--- config.mk ---
export PLATFORM = sky130hd
export DESIGN_NAME = thresholded_centroid_tracker
export DESIGN_NICKNAME = d
export VERILOG_FILES = /design/src/hdl/tct_pkg.sv /design/src/hdl/thresholded_centroid_tracker.sv /design/src/hdl/tct_div.sv
export SDC_FILE = /design/constraint.sdc
export NUM_CORES = 1
export LEC_CHECK = 0
export CAP_MARGIN = 20
export CELL_PAD_IN_SITES_DETAIL_PLACEMENT = 0
export CELL_PAD_IN_SITES_GLOBAL_PLACEMENT = 2
export CORE_ASPECT_RATIO = 0.75
export CORE_MARGIN = 1
export CORE_UTILIZATION = 25
export DETAILED_ROUTE_END_ITERATION = 6
export DONT_BUFFER_PORTS = 1
export HOLD_SLACK_MARGIN = 0.12
export PLACE_DENSITY = 0.57
export SLEW_MARGIN = 20
export SYNTH_ARGS = -nofsm -noshare
export SYNTH_HDL_FRONTEND = slang
export SYNTH_HIERARCHICAL = 1
export SYNTH_SLANG_ARGS = --single-unit
export TNS_END_PERCENT = 100
--- constraint.sdc ---
create_clock -name i_clk -period 5 [get_ports i_clk]
set_input_delay 0.25 -clock i_clk [delete_from_list [all_inputs] [get_ports i_clk]]
set_output_delay 0.25 -clock i_clk [all_outputs]
set_load 0.03 [all_outputs]
--- src/hdl/tct_pkg.sv ---
// shared types and constants of the thresholded centroid tracker
// no dependencies; imported by tct_div and thresholded_centroid_tracker
package tct_pkg;

    // field widths
    localparam int PIX_W     = 8;
    localparam int COORD_W   = 8;
    localparam int MASS_W    = 24;
    localparam int MOM_W     = 32;

    // configuration port
    localparam int CFG_IDX_W   = 3;
    localparam int CFG_DATA_W  = 9;
    localparam int CFG_THR_W   = 8;
    localparam int CFG_ROI_W   = 9;
    localparam int CFG_TGT_W   = 8;
    localparam int CFG_RAD_W   = 7;

    localparam logic [CFG_IDX_W-1:0] CFG_IDX_THRESHOLD = 3'd0;
    localparam logic [CFG_IDX_W-1:0] CFG_IDX_ROI_SIZE  = 3'd1;
    localparam logic [CFG_IDX_W-1:0] CFG_IDX_TARGET_X  = 3'd2;
    localparam logic [CFG_IDX_W-1:0] CFG_IDX_TARGET_Y  = 3'd3;
    localparam logic [CFG_IDX_W-1:0] CFG_IDX_RADIUS    = 3'd4;

    // register reset values
    localparam logic [CFG_THR_W-1:0] RST_THRESHOLD = 8'd128;
    localparam logic [CFG_ROI_W-1:0] RST_ROI_SIZE  = 9'd64;
    localparam logic [CFG_TGT_W-1:0] RST_TARGET_X  = 8'd32;
    localparam logic [CFG_TGT_W-1:0] RST_TARGET_Y  = 8'd32;
    localparam logic [CFG_RAD_W-1:0] RST_RADIUS    = 7'd4;

    // largest reported centroid coordinate
    localparam logic [COORD_W-1:0] COORD_MAX = 8'd255;

    // default region limit
    localparam int ROI_MAX_DEF = 256;

    // divider status back to the sequencer
    typedef struct packed {
        logic               done;
        logic [COORD_W-1:0] quot;
    } t_div_out;

endpackage

--- src/hdl/thresholded_centroid_tracker.sv ---
// top level of the thresholded centroid tracker
// depends on tct_pkg and tct_div
//
// Pixels of a square region arrive in raster order on the slave stream, one
// per transaction, tlast on the last pixel. Pixels inside the pinhole disc
// around (target_x, target_y) and pixels at or below the threshold count as
// zero; the rest add to the mass and to both first moments, all saturating.
// The pinhole test and the moment products are formed bit-serially, so a
// pixel occupies the block for an accept step, DW shift-and-add steps, DW
// being the larger of 8 and clog2(ROI_MAX), and an accumulate step. After the
// last pixel the shared bit-serial divider runs twice, column then row, so a
// frame end adds a frame step, two divisions and an emit step before the result
// is registered (only the frame and emit steps when the mass is zero).
// The result waits in an output register and the next frame may start while
// it is not yet taken. Configuration writes are always accepted and must be
// made only while the block is idle.
module thresholded_centroid_tracker
    import tct_pkg::*;
#(
    parameter int ROI_MAX = ROI_MAX_DEF
) (
    input  logic                  i_clk,
    input  logic                  i_rst_n,
    // pixel stream
    input  logic                  i_s_tvalid,
    output logic                  o_s_tready,
    input  logic [PIX_W-1:0]      i_s_tdata,   // [7:0] pixel
    input  logic                  i_s_tlast,   // frame_end
    // centroid stream
    output logic                  o_m_tvalid,
    input  logic                  i_m_tready,
    output logic [39:0]           o_m_tdata,   // [7:0] centroid_x, [15:8] centroid_y,
                                               // [39:16] mass
    output logic                  o_m_tuser,   // [0] found
    // configuration writes
    input  logic                  i_cfg_valid,
    output logic                  o_cfg_ready,
    input  logic [CFG_IDX_W-1:0]  i_cfg_index,
    input  logic [CFG_DATA_W-1:0] i_cfg_data
);

    localparam int CW    = $clog2(ROI_MAX);               // position counters
    localparam int SW    = CW + 1;                        // region size
    localparam int CMPW  = (SW > CFG_ROI_W) ? SW : CFG_ROI_W;
    localparam int DW    = (CW > PIX_W) ? CW : PIX_W;     // distances, serial steps
    localparam int SQW   = 2 * DW;
    localparam int DSW   = 2 * DW + 1;                    // sum of two squares
    localparam int RRW   = 2 * CFG_RAD_W;
    localparam int PW    = PIX_W + CW;                    // pixel times position
    localparam int STEPW = $clog2(DW);

    typedef enum logic [2:0] {
        S_IDLE,
        S_MUL,
        S_ACC,
        S_FRAME,
        S_DIVX,
        S_DIVY,
        S_EMIT
    } t_state;

    // control and state
    t_state              r_state;
    logic [STEPW-1:0]    r_step;
    logic [CW-1:0]       r_col;
    logic [CW-1:0]       r_row;
    logic [MASS_W-1:0]   r_mass;
    logic [MOM_W-1:0]    r_col_mom;
    logic [MOM_W-1:0]    r_row_mom;
    logic [COORD_W-1:0]  r_cx;
    logic [COORD_W-1:0]  r_cy;
    logic                r_found;
    logic                r_out_valid;
    logic [39:0]         r_out_data;
    logic                r_out_user;

    // configuration
    logic [CFG_THR_W-1:0] r_threshold;
    logic [CFG_ROI_W-1:0] r_roi_size;
    logic [CFG_TGT_W-1:0] r_target_x;
    logic [CFG_TGT_W-1:0] r_target_y;
    logic [CFG_RAD_W-1:0] r_radius;

    // serial datapath
    logic [PIX_W-1:0]    r_pix;
    logic                r_last;
    logic [DW-1:0]       r_dx_mp;
    logic [SQW-1:0]      r_dx_mc;
    logic [DW-1:0]       r_dy_mp;
    logic [SQW-1:0]      r_dy_mc;
    logic [DSW-1:0]      r_dist;
    logic [CFG_RAD_W-1:0] r_rad_mp;
    logic [RRW-1:0]      r_rad_mc;
    logic [RRW-1:0]      r_rr;
    logic [PIX_W-1:0]    r_pix_mp;
    logic [PW-1:0]       r_col_mc;
    logic [PW-1:0]       r_row_mc;
    logic [PW-1:0]       r_pcol;
    logic [PW-1:0]       r_prow;

    logic                w_s_acc;
    logic                w_cfg_acc;
    logic [CMPW-1:0]     w_roi_ext;
    logic [CMPW-1:0]     w_size_full;
    logic [SW-1:0]       w_size;
    logic [SW-1:0]       w_col_nx;
    logic [SW-1:0]       w_row_nx;
    logic [DW-1:0]       w_col_e;
    logic [DW-1:0]       w_row_e;
    logic [DW-1:0]       w_tx_e;
    logic [DW-1:0]       w_ty_e;
    logic [DW-1:0]       w_dx;
    logic [DW-1:0]       w_dy;
    logic                w_zero;
    logic [MASS_W:0]     w_mass_sum;
    logic [MOM_W:0]      w_col_sum;
    logic [MOM_W:0]      w_row_sum;
    logic [MASS_W-1:0]   n_mass;
    logic [MOM_W-1:0]    n_col_mom;
    logic [MOM_W-1:0]    n_row_mom;
    logic                w_emit;
    logic                w_div_start;
    logic [MOM_W-1:0]    w_div_num;
    t_div_out            w_div;

    assign w_s_acc   = i_s_tvalid && o_s_tready;
    assign w_cfg_acc = i_cfg_valid && o_cfg_ready;

    // region size: zero acts as one, clamp at ROI_MAX
    always_comb begin
        w_roi_ext = CMPW'(r_roi_size);
        if (w_roi_ext == '0) begin
            w_size_full = CMPW'(1);
        end else if (w_roi_ext > CMPW'(ROI_MAX)) begin
            w_size_full = CMPW'(ROI_MAX);
        end else begin
            w_size_full = w_roi_ext;
        end
        w_size   = w_size_full[SW-1:0];
        w_col_nx = SW'(r_col) + 1'b1;
        w_row_nx = SW'(r_row) + 1'b1;
    end

    // distance of the current position to the pinhole center
    always_comb begin
        w_col_e = DW'(r_col);
        w_row_e = DW'(r_row);
        w_tx_e  = DW'(r_target_x);
        w_ty_e  = DW'(r_target_y);
        w_dx    = (w_col_e >= w_tx_e) ? (w_col_e - w_tx_e) : (w_tx_e - w_col_e);
        w_dy    = (w_row_e >= w_ty_e) ? (w_row_e - w_ty_e) : (w_ty_e - w_row_e);
    end

    // masked or at/below threshold counts as zero, then saturating sums
    always_comb begin
        w_zero     = (r_dist <= DSW'(r_rr)) || (r_pix <= r_threshold);
        w_mass_sum = {1'b0, r_mass} + (MASS_W + 1)'(w_zero ? '0 : r_pix);
        w_col_sum  = {1'b0, r_col_mom} + (MOM_W + 1)'(w_zero ? '0 : r_pcol);
        w_row_sum  = {1'b0, r_row_mom} + (MOM_W + 1)'(w_zero ? '0 : r_prow);
        n_mass     = w_mass_sum[MASS_W] ? '1 : w_mass_sum[MASS_W-1:0];
        n_col_mom  = w_col_sum[MOM_W]   ? '1 : w_col_sum[MOM_W-1:0];
        n_row_mom  = w_row_sum[MOM_W]   ? '1 : w_row_sum[MOM_W-1:0];
    end

    // divider is started for the column moment, then for the row moment
    assign w_div_start = ((r_state == S_FRAME) && (r_mass != '0)) ||
                         ((r_state == S_DIVX) && w_div.done);
    assign w_div_num   = (r_state == S_FRAME) ? r_col_mom : r_row_mom;
    assign w_emit      = (r_state == S_EMIT) && (!r_out_valid || i_m_tready);

    tct_div u_div (
        .i_clk   (i_clk),
        .i_rst_n (i_rst_n),
        .i_start (w_div_start),
        .i_num   (w_div_num),
        .i_den   (r_mass),
        .o_res   (w_div)
    );

    always_ff @(posedge i_clk) begin
        if (!i_rst_n) begin
            r_state     <= S_IDLE;
            r_step      <= '0;
            r_col       <= '0;
            r_row       <= '0;
            r_mass      <= '0;
            r_col_mom   <= '0;
            r_row_mom   <= '0;
            r_cx        <= '0;
            r_cy        <= '0;
            r_found     <= 1'b0;
            r_out_valid <= 1'b0;
            r_out_data  <= '0;
            r_out_user  <= 1'b0;
            r_threshold <= RST_THRESHOLD;
            r_roi_size  <= RST_ROI_SIZE;
            r_target_x  <= RST_TARGET_X;
            r_target_y  <= RST_TARGET_Y;
            r_radius    <= RST_RADIUS;
        end else begin
            if (w_cfg_acc) begin
                unique case (i_cfg_index)
                    CFG_IDX_THRESHOLD: r_threshold <= i_cfg_data[CFG_THR_W-1:0];
                    CFG_IDX_ROI_SIZE:  r_roi_size  <= i_cfg_data[CFG_ROI_W-1:0];
                    CFG_IDX_TARGET_X:  r_target_x  <= i_cfg_data[CFG_TGT_W-1:0];
                    CFG_IDX_TARGET_Y:  r_target_y  <= i_cfg_data[CFG_TGT_W-1:0];
                    CFG_IDX_RADIUS:    r_radius    <= i_cfg_data[CFG_RAD_W-1:0];
                    default: ;
                endcase
            end

            // a result taken now is replaced in the same cycle when one is emitted
            if (r_out_valid && i_m_tready && !w_emit) begin
                r_out_valid <= 1'b0;
            end

            unique case (r_state)
                S_IDLE: begin
                    if (w_s_acc) begin
                        r_step  <= STEPW'(DW - 1);
                        r_state <= S_MUL;
                        // advance position, wrapping at the region size
                        if (w_col_nx >= w_size) begin
                            r_col <= '0;
                            if (w_row_nx >= w_size) begin
                                r_row <= '0;
                            end else begin
                                r_row <= w_row_nx[CW-1:0];
                            end
                        end else begin
                            r_col <= w_col_nx[CW-1:0];
                        end
                    end
                end
                S_MUL: begin
                    r_step <= r_step - 1'b1;
                    if (r_step == '0) begin
                        r_state <= S_ACC;
                    end
                end
                S_ACC: begin
                    r_mass    <= n_mass;
                    r_col_mom <= n_col_mom;
                    r_row_mom <= n_row_mom;
                    r_state   <= r_last ? S_FRAME : S_IDLE;
                end
                S_FRAME: begin
                    if (r_mass == '0) begin
                        r_cx    <= '0;
                        r_cy    <= '0;
                        r_found <= 1'b0;
                        r_state <= S_EMIT;
                    end else begin
                        r_state <= S_DIVX;
                    end
                end
                S_DIVX: begin
                    if (w_div.done) begin
                        r_cx    <= w_div.quot;
                        r_state <= S_DIVY;
                    end
                end
                S_DIVY: begin
                    if (w_div.done) begin
                        // centroid at the origin is not a measurement
                        if (r_cx == '0 && w_div.quot == '0) begin
                            r_found <= 1'b0;
                        end else begin
                            r_found <= 1'b1;
                        end
                        r_cy    <= w_div.quot;
                        r_state <= S_EMIT;
                    end
                end
                S_EMIT: begin
                    if (w_emit) begin
                        r_out_valid <= 1'b1;
                        r_out_data  <= {r_mass, r_cy, r_cx};
                        r_out_user  <= r_found;
                        r_mass      <= '0;
                        r_col_mom   <= '0;
                        r_row_mom   <= '0;
                        r_col       <= '0;
                        r_row       <= '0;
                        r_state     <= S_IDLE;
                    end
                end
                default: r_state <= S_IDLE;
            endcase
        end
    end

    // shift-and-add datapath: squares of the distances, radius squared and
    // pixel times column and row, one multiplier bit per cycle
    always_ff @(posedge i_clk) begin
        if (w_s_acc) begin
            r_pix    <= i_s_tdata;
            r_last   <= i_s_tlast;
            r_dx_mp  <= w_dx;
            r_dx_mc  <= SQW'(w_dx);
            r_dy_mp  <= w_dy;
            r_dy_mc  <= SQW'(w_dy);
            r_dist   <= '0;
            r_rad_mp <= r_radius;
            r_rad_mc <= RRW'(r_radius);
            r_rr     <= '0;
            r_pix_mp <= i_s_tdata;
            r_col_mc <= PW'(r_col);
            r_row_mc <= PW'(r_row);
            r_pcol   <= '0;
            r_prow   <= '0;
        end else if (r_state == S_MUL) begin
            r_dist   <= r_dist + DSW'(r_dx_mp[0] ? r_dx_mc : '0)
                               + DSW'(r_dy_mp[0] ? r_dy_mc : '0);
            r_rr     <= r_rr + (r_rad_mp[0] ? r_rad_mc : '0);
            r_pcol   <= r_pcol + (r_pix_mp[0] ? r_col_mc : '0);
            r_prow   <= r_prow + (r_pix_mp[0] ? r_row_mc : '0);
            r_dx_mp  <= r_dx_mp >> 1;
            r_dy_mp  <= r_dy_mp >> 1;
            r_rad_mp <= r_rad_mp >> 1;
            r_pix_mp <= r_pix_mp >> 1;
            r_dx_mc  <= r_dx_mc << 1;
            r_dy_mc  <= r_dy_mc << 1;
            r_rad_mc <= r_rad_mc << 1;
            r_col_mc <= r_col_mc << 1;
            r_row_mc <= r_row_mc << 1;
        end
    end

    assign o_s_tready  = (r_state == S_IDLE);
    assign o_cfg_ready = 1'b1;
    assign o_m_tvalid  = r_out_valid;
    assign o_m_tdata   = r_out_data;
    assign o_m_tuser   = r_out_user;

    a_emit_valid: assert property (@(posedge i_clk) disable iff (!i_rst_n)
        w_emit |=> o_m_tvalid)
        else $error("result transaction not presented after emit");

    a_found_nonzero: assert property (@(posedge i_clk) disable iff (!i_rst_n)
        (o_m_tvalid && o_m_tuser) |-> (o_m_tdata[15:0] != 16'd0))
        else $error("found with centroid at origin");

    a_lost_zero: assert property (@(posedge i_clk) disable iff (!i_rst_n)
        (o_m_tvalid && !o_m_tuser) |-> (o_m_tdata[15:0] == 16'd0))
        else $error("centroid reported without a measurement");

    a_mass_zero: assert property (@(posedge i_clk) disable iff (!i_rst_n)
        (o_m_tvalid && (o_m_tdata[39:16] == 24'd0)) |-> !o_m_tuser)
        else $error("found with zero mass");

endmodule

--- src/hdl/tct_div.sv ---
// bit-serial restoring divider, moment over mass, round half to even, saturate
// depends on tct_pkg
module tct_div
    import tct_pkg::*;
(
    input  logic              i_clk,
    input  logic              i_rst_n,
    input  logic              i_start,
    input  logic [MOM_W-1:0]  i_num,
    input  logic [MASS_W-1:0] i_den,
    output t_div_out          o_res
);

    localparam int CNT_W = $clog2(MOM_W);

    typedef enum logic [1:0] {
        D_IDLE,
        D_RUN,
        D_ROUND
    } t_dstate;

    t_dstate             r_state;
    logic [CNT_W-1:0]    r_cnt;
    logic                r_done;
    logic [COORD_W-1:0]  r_quot;
    logic [MOM_W-1:0]    r_work;   // numerator bits out, quotient bits in
    logic [MASS_W-1:0]   r_rem;
    logic [MASS_W-1:0]   r_den;

    logic [MASS_W:0]     w_rem_sh;
    logic                w_ge;
    logic [MASS_W:0]     w_rem_sub;
    logic [MASS_W:0]     w_twice;
    logic                w_inc;
    logic [MOM_W:0]      w_qr;
    logic [COORD_W-1:0]  w_qsat;

    always_comb begin
        w_rem_sh  = {r_rem, r_work[MOM_W-1]};
        w_ge      = (w_rem_sh >= {1'b0, r_den});
        w_rem_sub = w_rem_sh - {1'b0, r_den};
        w_twice   = {r_rem, 1'b0};
        w_inc     = (w_twice > {1'b0, r_den}) ||
                    ((w_twice == {1'b0, r_den}) && r_work[0]);
        w_qr      = {1'b0, r_work} + (MOM_W + 1)'(w_inc);
        if (w_qr > (MOM_W + 1)'(COORD_MAX)) begin
            w_qsat = COORD_MAX;
        end else begin
            w_qsat = w_qr[COORD_W-1:0];
        end
    end

    always_ff @(posedge i_clk) begin
        if (!i_rst_n) begin
            r_state <= D_IDLE;
            r_cnt   <= '0;
            r_done  <= 1'b0;
            r_quot  <= '0;
        end else begin
            r_done <= 1'b0;
            unique case (r_state)
                D_IDLE: begin
                    if (i_start) begin
                        r_cnt   <= CNT_W'(MOM_W - 1);
                        r_state <= D_RUN;
                    end
                end
                D_RUN: begin
                    r_cnt <= r_cnt - 1'b1;
                    if (r_cnt == '0) begin
                        r_state <= D_ROUND;
                    end
                end
                D_ROUND: begin
                    r_quot  <= w_qsat;
                    r_done  <= 1'b1;
                    r_state <= D_IDLE;
                end
                default: r_state <= D_IDLE;
            endcase
        end
    end

    // datapath, no reset
    always_ff @(posedge i_clk) begin
        if (r_state == D_IDLE && i_start) begin
            r_work <= i_num;
            r_rem  <= '0;
            r_den  <= i_den;
        end else if (r_state == D_RUN) begin
            r_work <= {r_work[MOM_W-2:0], w_ge};
            r_rem  <= w_ge ? w_rem_sub[MASS_W-1:0] : w_rem_sh[MASS_W-1:0];
        end
    end

    assign o_res.done = r_done;
    assign o_res.quot = r_quot;

    a_start_idle: assert property (@(posedge i_clk) disable iff (!i_rst_n)
        i_start |-> (r_state == D_IDLE))
        else $error("divider started while busy");

    a_done_pulse: assert property (@(posedge i_clk) disable iff (!i_rst_n)
        r_done |=> !r_done)
        else $error("divider done longer than one cycle");

    a_run_ends: assert property (@(posedge i_clk) disable iff (!i_rst_n)
        (r_state == D_RUN && r_cnt == '0) |=> (r_state == D_ROUND))
        else $error("divider missed its rounding step");

endmodule
==> flow_results.org, run 1 <==
** Logic synthesis
- After synthesis the cells add up to 28900 um^2.
- A synthesized cell averages approximately 8.4 um^2.
- Sorting the synthesized cells by area gives the leading types as dfxtp_1, edfxtp_1, nand2_1.
- In this run, synthesis inferred between 100 and 150 flip-flops with an integrated enable.
- Share of flip-flops with an asynchronous set or reset :: 0%
- Area share of the largest cell type after synthesis :: roughly 24%
- Among all flip-flop cells after synthesis, the most frequent one is dfxtp_1.
- Synthesis inferred 486 register bits.
- Sequential cell area fraction in the yosys report :: about two fifths
- dfxtp_1 takes more of the synthesized area than any other cell.
- Synthesis produced a netlist whose cell count is about 3.4k.
- The Yosys step of the flow raised 6 warnings.
- Number of distinct library cells after synthesis :: just under 100
- The number of nets handed over by synthesis was ~3.7k.

** Setup path
- In this run the critical register-to-register path is captured at r_col_mom[7]$_SDFFE_PN0P_.
- The critical path is of the reg2reg type.
- Crit path cell chain :: inv_1 > ha_1 > nor2b_1 > o21a_1 > o21a_1 > o21ai_0 > nand2b_1 > a21oi_2 > o211ai_1 > and3_4 > and2_1 > ha_1 > fa_1 > a21o_1 > a21oi_4 > o21ai_1 > a31o_2 > o21ai_4 > o21ai_4 > and4_4 > buf_4 > o21ai_0 > a21boi_0
- STA classifies the critical path startpoint as a flip-flop.
- Critical-path maximum fanout :: 15
- For this design, the slowest cell found on the critical path is fa_1.
- The worst setup path is captured at a flip-flop.
- Worst path max stage delay :: between 0.4 and 0.5 ns
- In this run the register-to-register setup slack is approximately 0.31 ns.
- CP arrival :: between 5 and 6 ns
- In this run the critical register-to-register path is launched from r_rr[1]$_SDFFE_PP0P_.
- Measured in cells, the most critical reg-to-reg path has a length of 23.
- Required time reported for the critical path endpoint :: between 5 and 6 ns

** Place
- Detailed placement finished with a half-perimeter wire length of about 66000 um.
- Placed Cells :: ~4.9k
- Routability-driven placement finished with a final weighted congestion of 0.777.
- Post-DP Area :: ~31000 um^2
- In this run the tool buffered the top-level ports with 0 buffer cells.

** CTS
- Total CTS buffers :: between 50 and 60
- Clock slew at reported path FFs :: 0.06 ns
- Depth of the CTS H-tree :: 2
- Clock tree synthesis selected as its root buffer the cell clkbuf_16.
- Maximum root-to-sink buffer count :: 3
- Counting every sink on the clock net gives about 490.
- TritonCTS built the clock tree.
- Latest clock arrival within the worst-skew pair :: about 0.67 ns

** Floorplanning
- Die Footprint :: 117000 um^2
- Boundary Pins :: 70
- Effective utilization at floorplan :: between 20% and 30%
- Core area :: approximately 110000 um^2
- Die X :: a little under 400 um
- Row generation in the floorplan step produced about 110 rows.
- The die is slightly below 300 um tall.

** Detailed routing
- Using the TritonRoute via totals, the vias-per-cell ratio works out to about 4.7.
- Starting DRC count in detailed routing :: 1395
- Detailed-router iteration count before antenna repair :: 5
- After detailed routing, the average wire length per cell comes to around 18 um.
- The routed layout has roughly 24k vias.
- DR DRC count :: 0
- In this run the remaining antenna-violating nets after routing total 0.
- Sum of routed wire length over all layers :: approximately 90000 um

** Finish
- The finished cells cover 33000 um^2.
- In the final design database the tool counted 3697 nets.
- Final design utilization :: 28.9%
- Post-layout instance count excluding filler cells :: around 5.0k
- The library cells used most frequently in the layout, excluding fill and tap cells, are nand2_1, dfxtp_1, o21ai_0, ha_1, a21oi_1.
- Fillcell total :: 12.3k
- Of the cells placed in the final design, the portion with a size suffix greater than 1 is under 10%.
- Leaving out fill and tap cells, the most frequent cell in the layout is nand2_1.
- Reg area :: ~11000 um^2
- From synthesis to final layout, the design area changed by 14.2%.
- Area used by multi-input combinational logic :: roughly 17000 um^2

** Job
- Max cap viols :: 0

** Power and ir drop
- Total power density per cell area :: about 460 nW/um^2
- Across the VDD grid, the largest voltage drop is approximately 320 uV.
- The design draws around 15 mW.
- For this design the static power due to leakage is ~13 nW.

** Worst hold path
- The worst hold path begins at i_cfg_index[2].
- The path class of the tightest hold or removal check is in2reg.
- Capture endpoint of the worst hold path :: r_roi_size[8]$_SDFFE_PN0P_
- Hold depth :: 5

** STA
- In this run the tightest slew margin relative to its limit is 25.7%.
- Setup repair after global routing missed its margin :: true
- Static timing analysis puts the maximum clock frequency at 213 MHz.
- Number of setup violations in the final report :: 0
- Slew Viols, Final :: 0
- Final hold analysis gives a worst-case slack of between 0.15 and 0.2 ns.
- At the pin with the least slew margin, the transition time is about 1.1 ns.
- Final hold violation count :: 0
- The routed design could run at a clock period as short as 4.69 ns.
- On the final layout, the worst clock skew is 0.0388 ns.
- Part of the cycle the worst path needs :: a little over nine tenths

** Global route
- Wire length of the first global-routing pass :: approximately 140000 um
- Via count of the first global-routing pass :: between 20k and 25k
- The total overflow left after global routing is 0.
- Entering global routing, the biggest net connects around 140 pins.
- Global routing used between 10% and 20% of the available tracks across all layers.
- Number of antenna violations at the first check in global routing :: 2

** Run status
- Result of the run :: complete, no violations
==> worst max-delay path by stage <==
stage	start	slack, ns	end	cells after the start
detailed placement	r_rr[1]$_SDFFE_PP0P_	0.01	r_col_mom[15]$_SDFFE_PN0P_	22
global route	r_rr[1]$_SDFFE_PP0P_	-0.003	r_col_mom[0]$_SDFFE_PN0P_	23
CTS	r_rr[1]$_SDFFE_PP0P_	0.02	r_col_mom[15]$_SDFFE_PN0P_	22
finish	r_rr[1]$_SDFFE_PP0P_	0.31	r_col_mom[7]$_SDFFE_PN0P_	23
global placement	r_rr[1]$_SDFFE_PP0P_	0.1	r_col_mom[15]$_SDFFE_PN0P_	22
floorplan	r_rr[1]$_SDFFE_PP0P_	0.50	r_col_mom[15]$_SDFFE_PN0P_	24
==> per-layer routing <==
layer	part of all wire [%]	wire length, um	GRT usage [%]	up-vias
li1	-	-	-	12100
met1	57	52700	25.4	11100
met2	38	35300	21.3	295
met3	3.3	3030	2.07	91
met4	1.6	1460	2.99	2
met5	0.014	13	0	-
==> cells in the mapped netlist, types with 6 or more instances <==
cell / instances
nand2_1: 731
dfxtp_1: 351
o21ai_0: 242
ha_1: 200
a21oi_1: 168
nand3_1: 151
inv_1: 144
nor2_1: 136
edfxtp_1: 135
clkbuf_1: 125
and2_1: 119
a21boi_0: 86
xnor2_1: 83
a21o_1: 75
nor2b_1: 58
xor2_1: 54
and3_1: 39
nand4_1: 38
nand2b_1: 34
nor3_1: 32
fa_1: 28
mux2i_1: 28
o21a_1: 21
a22oi_1: 19
a31oi_1: 19
o211ai_1: 18
a22o_1: 16
buf_1: 16
nor4_1: 16
o31ai_1: 16
or3_1: 16
o21bai_1: 15
o22ai_1: 15
a211oi_1: 14
a221oi_1: 10
a41oi_1: 9
o21ai_1: 9
buf_2: 8
or2_2: 8
a32oi_1: 7
nand3b_1: 7
a211o_1: 6
and4_1: 6
mux2_2: 6
or4_1: 6
==> flip-flops by register name, indices dropped and copies added, names as in the netlist, 16 cells and up <==
signal	flops
u_div/r_rem	24
u_div/r_work	32
r_prow	16
o_m_tdata	40
r_dist	17
r_mass	24
r_pcol	16
r_row_mom	32
r_col_mc	16
r_dx_mc	16
r_dy_mc	16
r_col_mom	32
r_row_mc	16
u_div/r_den	24
==> cell families after synthesis <==
family / Yosys count / share of synthesized area (%)
flops: 486 / 38.4
xor+xnor: 137 / 4.16
compound gates: 833 / 18.6
simple gates: 1427 / 23.0
other cells: 1 / 0.0130
mux: 34 / 1.20
buf+inv: 303 / 4.05
fa+ha+maj: 228 / 10.6
==> worst max-delay path, delay by kind of cell, from the launching register on <==
kind	cells	cell delay [ns]
AOI/OAI and AO/OA	13	2.15
and+or+nand+nor	5	0.87
buffers and inverters	2	0.29
DFF	1	0.35
adders and majority gates	3	0.91
==> layout make-up <==
cell class,instances,area share (%)
sequential,486,33.6
antenna,2,0.0152
clock inverter,35,0.918
clock buffer,75,4.81
inverter,148,1.69
multi-input combinational,2660,50.7
tap,1526,5.79
timing repair buffer,89,2.46
==> timing repair <==
item,CTS,global route
hold buffers,36,0
setup buffers,0,2
endpoints found under the hold margin,198,0
pin swaps,0,3
resized for setup,1,15
endpoints found under the setup margin,6,79
cloned,0,0
==> per-stage QoR <==
stage,setup TNS [ns],worst slack (ns)
after floorplan,0,0.502
after global placement,0,0.0954
after detailed placement,0,0.0144
after CTS,0,0.0207
after global routing,-0.00591,-0.00322
final,0,0.307
==> power breakdown <==
part | leakage [nW] | switching (mW) | internal [mW]
Combinational | 8.37 | 3.46 | 2.01
Sequential | 4.15 | 0.549 | 4.92
Clock | 0.932 | 1.91 | 2.40
No activity file was read; power rests on OpenSTA's default activity.
==> run 2: changes to the inputs <==
--- a/config.mk
+++ b/config.mk
@@ -10,11 +10,11 @@
 export CELL_PAD_IN_SITES_GLOBAL_PLACEMENT = 2
 export CORE_ASPECT_RATIO = 0.75
 export CORE_MARGIN = 1
-export CORE_UTILIZATION = 25
+export CORE_UTILIZATION = 40
 export DETAILED_ROUTE_END_ITERATION = 6
 export DONT_BUFFER_PORTS = 1
-export HOLD_SLACK_MARGIN = 0.12
-export PLACE_DENSITY = 0.57
+export HOLD_SLACK_MARGIN = 0.06
+export PLACE_DENSITY = 0.82
 export SLEW_MARGIN = 20
 export SYNTH_ARGS = -nofsm -noshare
 export SYNTH_HDL_FRONTEND = slang
==> flow_results.org, run 2 (same netlist as run 1, synthesis figures left out) <==
** Run status
- The run finished with clean final reports.

** Power and ir drop
- The analysis attributes to cell leakage a power of about 13 nW.
- Across the VDD grid, the largest voltage drop is 337 uV.
- Total power density per cell area :: around 470 nW/um^2

** Finish
- Reg area :: around 11000 um^2
- Area used by multi-input combinational logic :: ~17000 um^2
- Area growth from synthesis to final layout :: 11.3%
- Highest-count cells in the layout ignoring fill and taps :: nand2_1, dfxtp_1, o21ai_0, ha_1, a21oi_1
- Cells with a size suffix above 1 make up approximately 6.0% of the layout.
- The register with the most flip-flops in the layout has 40 of them.
- Once layout is complete, the utilization of the core stands at between 40% and 50%.
- The final layout contains 3685 nets.
- After filler insertion, the fill cell instance count of the layout stands at 6901.
- The finished cells cover 32100 um^2.
- Most frequent standard cell in the layout excluding fill and tap cells :: nand2_1

** Setup path
- The worst register-to-register path begins at u_div/r_den[20]$_DFFE_PP_.
- Path type of the worst setup path :: reg2reg
- Reg2reg end :: u_div/r_quot[1]$_SDFFE_PN0P_
- Critical-path maximum fanout :: 8
- Required time reported for the critical path endpoint :: around 5.5 ns
- The worst setup path is launched from a flip-flop.
- Register-to-register setup slack :: ~0.33 ns
- Data on the critical path arrives at its endpoint at between 5 and 6 ns.
- STA classifies the critical path endpoint as a flip-flop.
- Worst Reg2Reg Path Length in Cells :: 19

** CTS
- Root buf cell :: clkbuf_16
- Number of buffers inserted to repair setup after CTS :: 0
- Latest clock arrival within the worst-skew pair :: ~0.64 ns
- Total CTS buffers :: 54
- For this design, the sink count on the clock tree is 486.
- Maximum root-to-sink buffer count :: 3
- Clock slew at reported path FFs :: 0.06 ns
- Clock tree from TritonCTS :: done
- CTS built an H-tree with a depth of 2.

** Place
- Final weighted congestion in routability-driven placement :: around 0.9
- Summed over all nets, the half-perimeter wirelength after detailed placement is around 59000 um.
- Post-DP Area :: 29900 um^2
- During placement, the flow inserted port buffers numbering 0.

** Global route
- Global-route track usage on met2 :: a little under a third
- The first global-routing pass estimated 129000 um of wire.
- Pin count of the biggest net entering global routing :: around 140
- For this run, global-route usage on met3 was measured as around 3.8%.
- Number of antenna violations at the first check in global routing :: 4
- Via count of the first global-routing pass :: around 23k
- Most used routing layer :: met1
- Total track usage :: between 20% and 30%
- After global routing the overflow that remains totals 0.
- Global routing used between 30% and 40% of the available met1 tracks.

** STA
- Across the routed clock network, the largest skew measured is between 0.03 and 0.04 ns.
- In this run the tightest slew margin relative to its limit is about 34%.
- Post-layout min period :: around 4.7 ns
- Setup repair after global routing missed its margin :: false
- Summed negative setup slack over all endpoints :: 0 ns
- After layout, the worst path uses 93.4% of the clock period.
- Based on the critical path, the design can be clocked at up to roughly 210 MHz.
- Final hold violation count :: 0
- Slew Viols, Final :: 0
- At the pin with the least slew margin, the transition time is between 0.9 and 1 ns.
- Setup violations remaining at the end of the flow were counted as 0.

** Job
- Max-cap violations in this run came to 0.

** Floorplanning
- Placement row count :: 84
- From left edge to right edge, the die measures between 300 and 400 um.
- For this configuration, the core starts out at a cell density of between 40% and 50%.
- Boundary Pins :: 70
- The die is about 230 um tall.
- The die covers around 73000 um^2.
- Core area :: slightly above 70000 um^2

** Detailed routing
- After the first detailed-routing iteration, the DRC count stood at around 1.9k.
- Before antenna repair, the detailed router went through 7 iterations.
- In the routed design, unresolved DRC markers number 0.
- The detail route stage leaves a number of antenna-violating nets equal to 0.
- Via count :: 24.2k
- After detailed routing, the total wire length is around 80000 um.
- After detailed routing, the number of vias per cell comes to roughly 5.5.
- Average routed wire per standard cell :: about 18 um

** Worst hold path
- The worst hold path was traced through 2 stages.
- For hold timing, the worst endpoint is r_step[1]$_SDFFE_PN0P_.
- Worst Min Path Start :: i_rst_n
- The worst hold path belongs to the class in2reg.
==> run 2: power breakdown <==
group          internal (mW)  total (mW)  leakage [nW]  switching (mW)
combinational           1.99        5.36          8.31            3.37
clock                   2.46        4.27         0.917            1.82
sequential              4.91        5.47          4.15           0.553
==> run 2: worst max-delay path by stage <==
| stage | from | depth (start not counted) | endpoint |
|---|---|---|---|
| floorplan | r_rr[1]$_SDFFE_PP0P_ | 24 | r_col_mom[15]$_SDFFE_PN0P_ |
| global placement | r_rr[1]$_SDFFE_PP0P_ | 21 | r_row_mom[31]$_SDFFE_PN0P_ |
| detailed placement | r_rr[1]$_SDFFE_PP0P_ | 21 | r_row_mom[31]$_SDFFE_PN0P_ |
| CTS | r_rr[1]$_SDFFE_PP0P_ | 21 | r_row_mom[31]$_SDFFE_PN0P_ |
| global route | u_div/r_den[20]$_DFFE_PP_ | 19 | u_div/r_quot[0]$_SDFFE_PN0P_ |
| finish | u_div/r_den[20]$_DFFE_PP_ | 19 | u_div/r_quot[1]$_SDFFE_PN0P_ |
==> run 2: metal layers <==
metal | wire, um | vias up
met2 | 32400 | 576
met3 | 5120 | 123
li1 | - | 12100
met1 | 42600 | 11500
met5 | 22 | -
met4 | 1690 | 4
==> run 2: worst max-delay path, cell delays in order, from the launching register on <==
cell and delay (ns):
edfxtp_1 0.34, inv_1 0.08, ha_1 0.35, and2_1 0.19, nand3_1 0.10, or4_1 0.56, o31ai_1 0.33, a21boi_0 0.43
ha_1 0.31, ha_1 0.24, nand2_1 0.10, nor2_2 0.17, buf_4 0.20, nand3_1 0.10, xor2_1 0.16, nand4_1 0.16
nor4b_2 0.25, and4b_1 0.24, buf_4 0.17, a21oi_1 0.08
==> run 2: repair_timing <==
| action | CTS | global route |
|---|---|---|
| hold endpoints to repair | 184 | 0 |
| resized for setup | 0 | 7 |
| setup endpoints to repair | 0 | 85 |
| hold buffers | 29 | 0 |
==> run 2: through the flow <==
stage               hold WS, ns  std cells  power (mW)  setup WS [ns]
CTS                      0.0747       4423        15.2         0.0907
detailed placement        0.350       4292        10.8          0.159
global placement          0.350       4292        10.7          0.194
global route              0.118       4426        16.1         0.0136
floorplan                 0.349       3449        9.31          0.502
finish                    0.121       4426        15.1          0.329
==> run 2: area by class of cell <==
class / count / share of cell area, %
Antenna cell: 3 / 0.0234
Clock buffer: 69 / 4.77
Clock inverter: 33 / 1.14
Inverter: 148 / 1.73
Multi-Input combinational cell: 2660 / 52.0
Sequential cell: 486 / 34.5
Tap cell: 946 / 3.68
Timing Repair Buffer: 81 / 2.21
